$ cat src/rtl/core/eiht_pkg.sv
// ----------------------------------------------------------------------------
// EtherIP header translator package
// Shared types and constants for the translator core.
// ----------------------------------------------------------------------------
package eiht_pkg;

  localparam logic [15:0] EtypeIpv6    = 16'h86dd;
  localparam logic [7:0]  NhEtherip    = 8'd97;
  localparam logic [10:0] MinLen       = 11'd56;
  localparam logic [10:0] KeepaliveLen = 11'd60;
  localparam logic [15:0] RewriteHdr   = 16'h3000;

  localparam logic [1:0] ActFwd     = 2'd0;
  localparam logic [1:0] ActRewrite = 2'd1;
  localparam logic [1:0] ActReflect = 2'd2;
  localparam logic [1:0] ActDrop    = 2'd3;

  localparam logic [1:0] ClsPass     = 2'd0;
  localparam logic [1:0] ClsOutKeep  = 2'd1;
  localparam logic [1:0] ClsOutRw    = 2'd2;
  localparam logic [1:0] ClsIn       = 2'd3;

  typedef struct packed {
    logic        op;
    logic [10:0] frame_len;
    logic [47:0] dst_mac;
    logic [47:0] src_mac;
    logic [15:0] ethertype;
    logic [7:0]  nxt_hdr;
    logic [63:0] src_ip_hi;
    logic [63:0] src_ip_lo;
    logic [63:0] dst_ip_hi;
    logic [63:0] dst_ip_lo;
    logic [15:0] etherip_hdr;
    logic [31:0] trailer_word;
  } hdr_in_t;

  typedef struct packed {
    logic [1:0]  action;
    logic [47:0] out_dst_mac;
    logic [47:0] out_src_mac;
    logic [63:0] out_src_ip_hi;
    logic [63:0] out_src_ip_lo;
    logic [63:0] out_dst_ip_hi;
    logic [63:0] out_dst_ip_lo;
    logic [15:0] out_etherip_hdr;
    logic        table_full;
  } hdr_out_t;

  typedef struct packed {
    logic [1:0]  cls;
    logic [47:0] dst_mac;
    logic [47:0] src_mac;
    logic [63:0] src_ip_hi;
    logic [63:0] src_ip_lo;
    logic [63:0] dst_ip_hi;
    logic [63:0] dst_ip_lo;
    logic [15:0] etherip_hdr;
  } job_t;

endpackage

$ cat src/rtl/core/etherip_header_translator_core.sv
// ----------------------------------------------------------------------------
// EtherIP header translator core
// Classifies frame headers, keeps the tunnel address table, emits one result.
// ----------------------------------------------------------------------------
// In the back end the time per header is set by the table scan, which reads
// one entry per cycle; frames that are not EtherIP leave the scan at once.
// A two-entry queue lets start be taken while the back end works; busy rises
// when the queue is full. Results appear on res_o with done_o high for a
// single cycle, and they cannot be stalled.
module etherip_header_translator_core #(
  parameter int TABLE_DEPTH = 16
) (
  input  logic               clk_i,
  input  logic               rst_ni,
  input  logic               start,
  input  eiht_pkg::hdr_in_t  hdr_i,
  output logic               busy,
  output logic               done_o,
  output eiht_pkg::hdr_out_t res_o
);
  import eiht_pkg::*;

  logic job_valid, job_pop;
  job_t job;

  eiht_front u_front (
    .clk_i, .rst_ni, .start_i(start), .hdr_i, .busy_o(busy),
    .job_valid_o(job_valid), .job_o(job), .job_pop_i(job_pop)
  );

  eiht_back #(.TABLE_DEPTH(TABLE_DEPTH)) u_back (
    .clk_i, .rst_ni, .job_valid_i(job_valid), .job_i(job),
    .job_pop_o(job_pop), .done_o, .res_o
  );
endmodule

$ cat src/rtl/core/eiht_front.sv
// ----------------------------------------------------------------------------
// EtherIP translator front end
// Classifies each accepted header and pushes a job into a two-entry queue.
// ----------------------------------------------------------------------------
module eiht_front (
  input  logic             clk_i,
  input  logic             rst_ni,
  input  logic             start_i,
  input  eiht_pkg::hdr_in_t hdr_i,
  output logic             busy_o,
  output logic             job_valid_o,
  output eiht_pkg::job_t   job_o,
  input  logic             job_pop_i
);
  import eiht_pkg::*;

  job_t       q_mem_q [2];
  logic       wr_ptr_q, rd_ptr_q;
  logic [1:0] cnt_q, cnt_d;
  logic       push;
  job_t       job_new;
  logic       is_eip, keep;

  assign busy_o      = (cnt_q == 2'd2);
  assign push        = start_i && !busy_o;
  assign job_valid_o = (cnt_q != 2'd0);
  assign job_o       = q_mem_q[rd_ptr_q];

  always_comb begin
    is_eip = (hdr_i.frame_len >= MinLen) && (hdr_i.ethertype == EtypeIpv6)
          && (hdr_i.nxt_hdr == NhEtherip);
    keep = (hdr_i.frame_len < KeepaliveLen)
        || ((hdr_i.frame_len == KeepaliveLen) && (hdr_i.trailer_word == 32'd0));
    job_new.dst_mac     = hdr_i.dst_mac;
    job_new.src_mac     = hdr_i.src_mac;
    job_new.src_ip_hi   = hdr_i.src_ip_hi;
    job_new.src_ip_lo   = hdr_i.src_ip_lo;
    job_new.dst_ip_hi   = hdr_i.dst_ip_hi;
    job_new.dst_ip_lo   = hdr_i.dst_ip_lo;
    job_new.etherip_hdr = hdr_i.etherip_hdr;
    priority if (!is_eip) job_new.cls = ClsPass;
    else if (hdr_i.op)    job_new.cls = ClsIn;
    else if (keep)        job_new.cls = ClsOutKeep;
    else                  job_new.cls = ClsOutRw;
    cnt_d = cnt_q + {1'b0, push} - {1'b0, job_pop_i};
  end

  always_ff @(posedge clk_i) begin
    if (push) q_mem_q[wr_ptr_q] <= job_new;
  end

  always_ff @(posedge clk_i or negedge rst_ni) begin
    if (!rst_ni) begin
      wr_ptr_q <= 1'b0;
      rd_ptr_q <= 1'b0;
      cnt_q    <= 2'd0;
    end else begin
      if (push) wr_ptr_q <= ~wr_ptr_q;
      if (job_pop_i) rd_ptr_q <= ~rd_ptr_q;
      cnt_q <= cnt_d;
    end
  end

  a_no_overflow: assert property (@(posedge clk_i) disable iff (!rst_ni)
    cnt_q != 2'd3) else $error("queue count out of range");
  a_pop_valid: assert property (@(posedge clk_i) disable iff (!rst_ni)
    job_pop_i |-> job_valid_o) else $error("pop from empty queue");
  a_full_busy: assert property (@(posedge clk_i) disable iff (!rst_ni)
    (cnt_q == 2'd2) |-> !push) else $error("push into full queue");
endmodule

$ cat src/rtl/core/eiht_back.sv
// ----------------------------------------------------------------------------
// EtherIP translator back end
// Scans the address table one entry per cycle, updates it and emits results.
// ----------------------------------------------------------------------------
module eiht_back #(
  parameter int TABLE_DEPTH = 16
) (
  input  logic              clk_i,
  input  logic              rst_ni,
  input  logic              job_valid_i,
  input  eiht_pkg::job_t    job_i,
  output logic              job_pop_o,
  output logic              done_o,
  output eiht_pkg::hdr_out_t res_o
);
  import eiht_pkg::*;

  localparam int IW = (TABLE_DEPTH > 1) ? $clog2(TABLE_DEPTH) : 1;
  localparam int CW = $clog2(TABLE_DEPTH + 1);
  localparam logic [CW-1:0] DepthC = CW'(TABLE_DEPTH);

  localparam logic [1:0] StIdle = 2'd0;
  localparam logic [1:0] StScan = 2'd1;
  localparam logic [1:0] StDone = 2'd2;

  logic [127:0]  addr_mem [TABLE_DEPTH];
  logic [15:0]   hdr_mem  [TABLE_DEPTH];
  logic [TABLE_DEPTH-1:0] valid_q;
  logic [CW-1:0] fill_q;
  logic [1:0]    st_q;
  logic [CW-1:0] idx_q;
  logic [IW-1:0] idx_a;
  job_t          job_q;
  logic          hit_q;
  logic [IW-1:0] hit_idx_q;
  logic [127:0]  rd_addr_q;
  logic [15:0]   rd_hdr_q;
  logic          rd_valid_q;
  logic [127:0]  key;
  logic          match;
  logic          last;
  hdr_out_t      res_q, res_d;
  logic          done_q;
  logic          full;
  logic [15:0]   hit_hdr_q;

  assign idx_a = idx_q[IW-1:0];
  assign key   = (job_q.cls == ClsIn) ? {job_q.src_ip_hi, job_q.src_ip_lo}
                                      : {job_q.dst_ip_hi, job_q.dst_ip_lo};
  assign match = rd_valid_q && (rd_addr_q == key);
  assign last  = (idx_q == DepthC);
  assign job_pop_o = (st_q == StIdle) && job_valid_i;
  assign done_o = done_q;
  assign res_o  = res_q;
  assign full   = !hit_q && (fill_q == DepthC);

  always_comb begin
    res_d.action          = ActFwd;
    res_d.out_dst_mac     = job_q.dst_mac;
    res_d.out_src_mac     = job_q.src_mac;
    res_d.out_src_ip_hi   = job_q.src_ip_hi;
    res_d.out_src_ip_lo   = job_q.src_ip_lo;
    res_d.out_dst_ip_hi   = job_q.dst_ip_hi;
    res_d.out_dst_ip_lo   = job_q.dst_ip_lo;
    res_d.out_etherip_hdr = job_q.etherip_hdr;
    res_d.table_full      = 1'b0;
    unique case (job_q.cls)
      ClsPass: res_d.action = ActFwd;
      ClsIn: begin
        res_d.action = hit_q ? ActRewrite : ActDrop;
        if (hit_q) res_d.out_etherip_hdr = hit_hdr_q;
      end
      ClsOutKeep: begin
        res_d.action        = ActReflect;
        res_d.table_full    = full;
        res_d.out_dst_mac   = job_q.src_mac;
        res_d.out_src_mac   = job_q.dst_mac;
        res_d.out_src_ip_hi = job_q.dst_ip_hi;
        res_d.out_src_ip_lo = job_q.dst_ip_lo;
        res_d.out_dst_ip_hi = job_q.src_ip_hi;
        res_d.out_dst_ip_lo = job_q.src_ip_lo;
      end
      default: begin
        res_d.action          = ActRewrite;
        res_d.table_full      = full;
        res_d.out_etherip_hdr = RewriteHdr;
      end
    endcase
  end

  always_ff @(posedge clk_i) begin
    if (st_q == StScan && !last) begin
      rd_addr_q <= addr_mem[idx_a];
      rd_hdr_q  <= hdr_mem[idx_a];
    end
    if (job_pop_o) job_q <= job_i;
    if (st_q == StScan && match && !hit_q) begin
      hit_idx_q <= idx_q[IW-1:0] - IW'(1);
      hit_hdr_q <= rd_hdr_q;
    end
    if (st_q == StDone && job_q.cls != ClsIn && job_q.cls != ClsPass) begin
      if (hit_q) hdr_mem[hit_idx_q] <= job_q.etherip_hdr;
      else if (!full) begin
        hdr_mem[fill_q[IW-1:0]]  <= job_q.etherip_hdr;
        addr_mem[fill_q[IW-1:0]] <= key;
      end
    end
    if (st_q == StDone) res_q <= res_d;
  end

  always_ff @(posedge clk_i or negedge rst_ni) begin
    if (!rst_ni) begin
      st_q       <= StIdle;
      valid_q    <= '0;
      fill_q     <= '0;
      idx_q      <= '0;
      hit_q      <= 1'b0;
      rd_valid_q <= 1'b0;
      done_q     <= 1'b0;
    end else begin
      done_q <= (st_q == StDone);
      unique case (st_q)
        StIdle: begin
          if (job_pop_o) begin
            st_q       <= StScan;
            idx_q      <= '0;
            hit_q      <= 1'b0;
            rd_valid_q <= 1'b0;
          end
        end
        StScan: begin
          rd_valid_q <= !last && valid_q[idx_a];
          if (match) hit_q <= 1'b1;
          if (last || job_q.cls == ClsPass) st_q <= StDone;
          else idx_q <= idx_q + CW'(1);
        end
        StDone: begin
          st_q <= StIdle;
          if (job_q.cls == ClsOutKeep || job_q.cls == ClsOutRw) begin
            if (!hit_q && !full) begin
              valid_q[fill_q[IW-1:0]] <= 1'b1;
              fill_q <= fill_q + CW'(1);
            end
          end
        end
        default: st_q <= StIdle;
      endcase
    end
  end

  a_fill_bound: assert property (@(posedge clk_i) disable iff (!rst_ni)
    fill_q <= DepthC) else $error("fill count past depth");
  a_done_pulse: assert property (@(posedge clk_i) disable iff (!rst_ni)
    done_q |=> !done_q) else $error("result strobe held");
  a_scan_idx: assert property (@(posedge clk_i) disable iff (!rst_ni)
    (st_q == StScan) |-> (idx_q <= DepthC)) else $error("scan index out of range");
endmodule
$ cat config.mk
export PLATFORM = sky130hd
export DESIGN_NAME = etherip_header_translator_core
export DESIGN_NICKNAME = d
export VERILOG_FILES = /design/src/rtl/core/eiht_pkg.sv /design/src/rtl/core/etherip_header_translator_core.sv /design/src/rtl/core/eiht_front.sv /design/src/rtl/core/eiht_back.sv
export SDC_FILE = /design/constraint.sdc
export NUM_CORES = 2
export LEC_CHECK = 0
export ABC_AREA = 1
export BUFFER_PORTS_ARGS = -buffer_cell sky130_fd_sc_hd__buf_4
export CAP_MARGIN = 25
export CORE_ASPECT_RATIO = 0.5
export CORE_MARGIN = 3
export CORE_UTILIZATION = 50
export CTS_CLUSTER_SIZE = 8
export DETAILED_ROUTE_END_ITERATION = 16
export PLACE_DENSITY = 0.66
export SYNTH_ARGS = -nofsm -noshare
export SYNTH_HDL_FRONTEND = slang
export SYNTH_SLANG_ARGS = --single-unit
$ cat constraint.sdc
create_clock -name clk_i -period 68 [get_ports clk_i]
set_clock_uncertainty 0.05 [all_clocks]
set_input_delay 0 -clock clk_i [delete_from_list [all_inputs] [get_ports clk_i]]
set_output_delay 0 -clock clk_i [all_outputs]
set_load 0.02 [all_outputs]
* Word-level counts from Yosys, hierarchy flattened
Memories as Yosys holds them, arrays and structs flattened. A register that Yosys moved wholly into a read port is not among the register bits. Index checks and enable logic that the tools add are counted.
Word-level totals: register bits after elaboration 426, latch bits 0, bits in writable memories 3044, bits in read-only memories 0, input bits 439, output and inout port bits 373, word-level logic and storage cells 125, memories 3
Memory list:
- u_back.addr_mem | depth 16, bits a word 128, rd ports 1, clocked after Yosys merged registers in 1, wr ports 1, line eiht_back.sv:26 | logic [127:0] addr_mem [TABLE_DEPTH];
- u_front.q_mem_q | depth 2, bits a word 370, rd ports 1, clocked after Yosys merged registers in 1, wr ports 1, line eiht_front.sv:17 | job_t q_mem_q [2];
- u_back.hdr_mem | depth 16, bits a word 16, rd ports 1, clocked after Yosys merged registers in 1, wr ports 1, line eiht_back.sv:27 | logic [15:0] hdr_mem [TABLE_DEPTH];
Operators by class: add/sub/neg operators 5, multipliers 0, div/mod/pow operators 0, $lt $le $gt $ge 5, equality and inequality tests 17, shifts and indexed selects 0, mux-type cells 35, bitwise gates (word level) 3, reductions and logical operators 36
Operators with widths (count):
- 352-bit two-way mux | 1
- 128-bit == test | 1
- 128-bit two-way mux | 1
- 32-bit logical NOT | 1
- 16-bit two-way mux | 2
- 16-bit one-hot mux with 2 select lines | 1
- 16-bit == test, second input constant | 1
- 16-bit bitwise OR | 1
- 16-bit OR reduction | 1
- 1-bit logical AND | 15
- 1-bit two-way mux | 14
- 2-bit two-way mux | 6
- 11-bit by 6-bit == test with 1-bit output, second input constant | 1
- 11-bit by 6-bit >= comparator with 1-bit output, second input constant | 1
- 11-bit by 6-bit less-than comparator with 1-bit output, second input constant | 1
- 5-bit by 1-bit adder with 5-bit output, second input constant | 2
- 5-bit == test, second input constant | 2
- 4-bit by 5-bit less-than comparator with 1-bit output, second input constant | 2
- 5-bit two-way mux | 2
- 5-bit one-hot mux with 2 select lines | 1
- 3-bit AND reduction | 3
- 2-bit == test, second input constant | 4
- 8-bit by 7-bit == test with 1-bit output, second input constant | 1
- 2-bit inequality test, second input constant | 4
- 19 further kinds | 32

* Longest topological paths before layout
depth in word-level cells 8, gate-level depth with buffers 15, depth with buffers taken out 13

* Hierarchy
Synthesis repeated with hierarchy kept, for this count alone.
Unflattened totals: cell total of the unflattened synthesis 10715, area total of the unflattened synthesis 152986.7 um^2
Modules (own cells, without submodules):
- eiht_back | times used 1, cells each 9473, area an instance 125042.4 um^2, sequential area each 97138.2 um^2
- eiht_front | times used 1, cells each 1242, area an instance 27944.3 um^2, sequential area each 22321.4 um^2

* Worst setup path after synthesis
OpenSTA, ideal clock, no wires.
kind register -> register, start point register u_back.st_q[1], end point memory u_back.addr_mem[10][0] (enable), library setup time 617 ps, data arrival time 23734 ps, data required time 67333 ps, setup slack 43598 ps, cell stages (with the launch flop) 8, buffers on the path 1, period minus slack after synthesis 24402 ps, cells stage by stage dfrtp_1 -> inv_1 -> nor2_1 -> inv_1 -> nor3_2 -> nand2_4 -> clkbuf_1 -> nor2_1
On the way: cells in the longest elaborated chain, start to end 5
Ends and longest elaborated chain:
- start: declaration | line eiht_back.sv:30 | logic [1:0] st_q;
- start signal: assignment | line eiht_back.sv:113 | st_q <= StIdle;
- start signal: assignment | line eiht_back.sv:125 | st_q <= StScan;
- start signal: assignment | line eiht_back.sv:134 | if (last || job_q.cls == ClsPass) st_q <= StDone;
- 2-bit == test | line eiht_back.sv:101 | if (st_q == StDone && job_q.cls != ClsIn && job_q.cls != ClsPass) begin
- 1-bit logical AND (2 in series) | line eiht_back.sv:101
- 1-bit two-way mux | line eiht_back.sv:101
- 1-bit two-way mux (not written as such) | line eiht_back.sv:105 | addr_mem[fill_q[IW-1:0]] <= key;
- end: declaration | line eiht_back.sv:26
Every way passes these cells.

* Worst setup path after layout
start point register u_back.idx_q[0], end point register u_back.rd_addr_q[78] (read register of u_back.addr_mem), data pin
On the way: cells in the longest elaborated chain, start to end 3
Ends and longest elaborated chain:
- start: declaration | line eiht_back.sv:31 | logic [CW-1:0] idx_q;
- start signal: assignment | line eiht_back.sv:135 | else idx_q <= idx_q + CW'(1);
- 5-bit == test | line eiht_back.sv:51 | assign last = (idx_q == DepthC);
- 1-bit logical NOT | line eiht_back.sv:92 | if (st_q == StScan && !last) begin
- 1-bit logical AND | line eiht_back.sv:92
- end: declaration | line eiht_back.sv:36 | logic [127:0] rd_addr_q;
Several ways; a longest one is shown, not always the timed one. A chain may end at the register's enable or synchronous reset.

==> results_dict.tcl <==
set metrics [dict create \
    r2r_start "u_back.idx_q[0]" \
    antenna_found_initial 41 \
    synth_most_common_cell "edfxtp_1" \
    critical_path_arrival_ps 6670 \
    timing.hold.ws_ps 87.7 \
    crit_required_ps 68720 \
    yosys.area_share.simple_pct 11.1 \
    syn_avg_cell_area_um2 13.3 \
    nets 13600 \
    synth-seq-cells 3984 \
    tightest_slew_ps 1120 \
    synth_compound_area_share_pct 7.64 \
    cpPeakStageDelay_ps 1000 \
    fmax_ghz 0.168 \
    critPathCaptureType "flop" \
    multi_input_area_um2 29100 \
    synth_area_leaders "edfxtp_1, nand2_1, o21ai_0" \
    dp_hpwl_um 271000 \
    core_um2 301000 \
    ir_drop_mv 0.0398 \
    io_pins 812 \
    grt-ovfl-total 0 \
    grt_pass1_vias 97900 \
    grt_max_degree 222 \
    seqCellArea_um2 119000 \
    yosys.area.top_type_share_pct 77.9 \
    ys_seq_area_share_pct 78.4 \
    min_from "hdr_i[435]" \
    first_iter_violations 14700 \
    yosys.cell_types.count 40 \
    yosys-top-cells-count "edfxtp_1, nand2_1, o21ai_0, nor2_1, o22ai_1" \
    max-cap-violations 0 \
    synth_top_area_cell "edfxtp_1" \
    min_period_ps 5950 \
    path_cells "buf_4 > buf_4 > buf_4 > buf_4 > buf_4 > o21ai_0 > o22ai_1 > nand2_1 > nand4_1" \
    synth_edf_count 3949 \
    cp-startpoint "u_back.idx_q[0]" \
    cts.repair.resized 0 \
    hp-class "in2reg" \
    vias 103000 \
    synthAdderAreaFrac_pct 0.115 \
    synth_top_family_by_area "simple AND/OR/NAND/NOR gates" \
    ys.flop_type "edfxtp_1" \
    fin_tns_setup_ps 0 \
    detail_route.wl_per_cell_um 27.7 \
    grt_setup_unrepaired "false" \
    via_per_inst 5.98 \
    cts_htree_levels 6 \
    track_usage_pct 30.0 \
    synth_cells 11500 \
    clkSinkCount 3984 \
    cpMostUsedCell "buf_4" \
    num-fill-cells 22100 \
    firstDrtPassIters 8 \
    drive_gt1_share_pct 12.5 \
    syn-num-nets 11900 \
    fin_crit_sh_pct 8.75 \
    synth-xor-area-share_pct 0.132 \
    die_h_um 396 \
    path_clk_slew_ps 50 \
    clock_path_buffers 4 \
    yosys_warnings 0 \
    crit_path_start_kind "flop" \
    grt_first_pass_wirelength_um 681000 \
    clk_latency_ps 930 \
    die_area_um2 312000 \
    status "finished clean" \
    power.density_nw_per_um2 48.0 \
    root_buffer "clkbuf_16" \
    finalHoldViolCount 0 \
    critPathSlowestCell "dfrtp_4" \
    postRouteAntennaNets 0 \
    die_w_um 786 \
    initial_utilization_pct 50.5 \
    setup_violations 0 \
    route.detailed.drc 0 \
    path_max_fanout 97 \
    yosys-mux-area-fraction_pct 0 \
    slew_headroom_pct 25.4 \
    totalWireLength_um 479000 \
    cts_tree "built" \
    area_growth_syn_to_layout_pct 21.9 \
    portBuffers 811 \
    leakage_uw 0.0667 \
    async_flop_share_pct 0.879 \
    routabilityCongestion 0.937 \
    drv_slew 0 \
    rows 142 \
    crit_type "reg2reg" \
    synth_area_um2 152000 \
    cts_made_buffers 572 \
]
## path summary, 6_finish.rpt
path,endpoint,slack (ps),depth (start not counted)
max in group asynchronous,u_back.idx_q[0],67540,4
max,u_back.rd_addr_q[78],62050,9
min in group asynchronous,u_back.valid_q[13],100,4
min,u_front.q_mem_q[1][369],90,4
min reg2reg,u_back.hit_hdr_q[10],350,0
max reg2reg,u_back.rd_addr_q[78],62050,9
## worst max-delay path: cells and delay by family, from the launching register on
family | cells | cell delay (ps)
buffers and inverters | 5 | 3760
DFF | 1 | 1000
AOI/OAI and AO/OA | 2 | 440
and+or+nand+nor | 2 | 210
## final cells by class
cell class / instances / area share, %
timing repair buffer: 1723 / 8.19
antenna: 22 / 0.0297
clock inverter: 44 / 0.340
inverter: 350 / 0.743
multi-input combinational: 6504 / 15.7
sequential: 3984 / 64.4
clock buffer: 609 / 7.94
tap: 4032 / 2.72
## metal layers
metal	vias to the layer above	track usage [%]	routed length [um]	share of wire, %
met2	6830	44.1	211000	44
met4	20	11.6	20100	4.2
li1	44400	-	-	-
met1	51000	43.3	186000	39
met3	1052	7.58	62100	13
met5	-	0	142	0.030
## logic make-up after synthesis
| group | Yosys count |
|---|---|
| and+or+nand+nor | 4305 |
| DFF | 3984 |
| AOI/OAI and AO/OA | 2162 |
| buffers and inverters | 993 |
| xor gates and xnor gates | 23 |
| adders and majority gates | 14 |
## cell usage in the layout, fill, tap and decap left out, types with 3 or more instances in the layout
cell,instances
nand2_1,2700
inv_6,15
clkinv_16,3
xor2_1,10
o211ai_1,4
buf_4,946
clkbuf_16,587
dfrtp_4,3
o21ai_0,1525
o22ai_1,576
diode_2,22
ha_4,3
dfrtp_1,32
buf_12,21
nor2_4,22
o21bai_1,10
inv_16,6
nor4_1,9
inv_8,8
nand3b_1,18
nor2_1,1265
nor3_1,5
dlygate4sd3_1,749
ha_1,11
a22oi_1,14
clkinv_8,17
o21ai_1,17
inv_1,338
nand3_1,111
xnor2_1,13
clkbuf_1,24
edfxtp_1,3949
a21oi_1,11
nand4_1,163
buf_16,4
## timing repair
item                      in CTS  in global routing
setup buffers                  0                  0
hold buffers                 750                  0
hold endpoints to repair     810                  0
## state kept, by name, summed over array words and instances, names as in the netlist, 128 cells and up
signal,count
u_front.q_mem_q,740
u_back.hdr_mem,256
u_back.rd_addr_q,128
u_back.res_o,371
u_back.addr_mem,2048
u_back.job_q,370
## report_power, final
group | internal (uW) | leakage [uW] | switching (uW)
clock | 1520 | 0.00752 | 1000
combinational | 585 | 0.0226 | 1820
sequential | 3600 | 0.0366 | 366
total | 5710 | 0.0667 | 3190
## metrics by stage
step | total power (uW) | utilization (%) | cells | setup slack (ps) | instance area (um^2)
final | 8900 | 61.6 | 17300 | 62050 | 186000
after global routing | 9230 | 61.6 | 17300 | 61730 | 186000
after CTS | 8830 | 61.5 | 17200 | 62230 | 185000
after detailed placement | 6280 | 53.9 | 15800 | 62230 | 163000
after global placement | 6230 | 53.9 | 15800 | 62310 | 162000
after floorplan | 5320 | - | 11500 | 43600 | 152000
(Power assumes the default switching activity.)
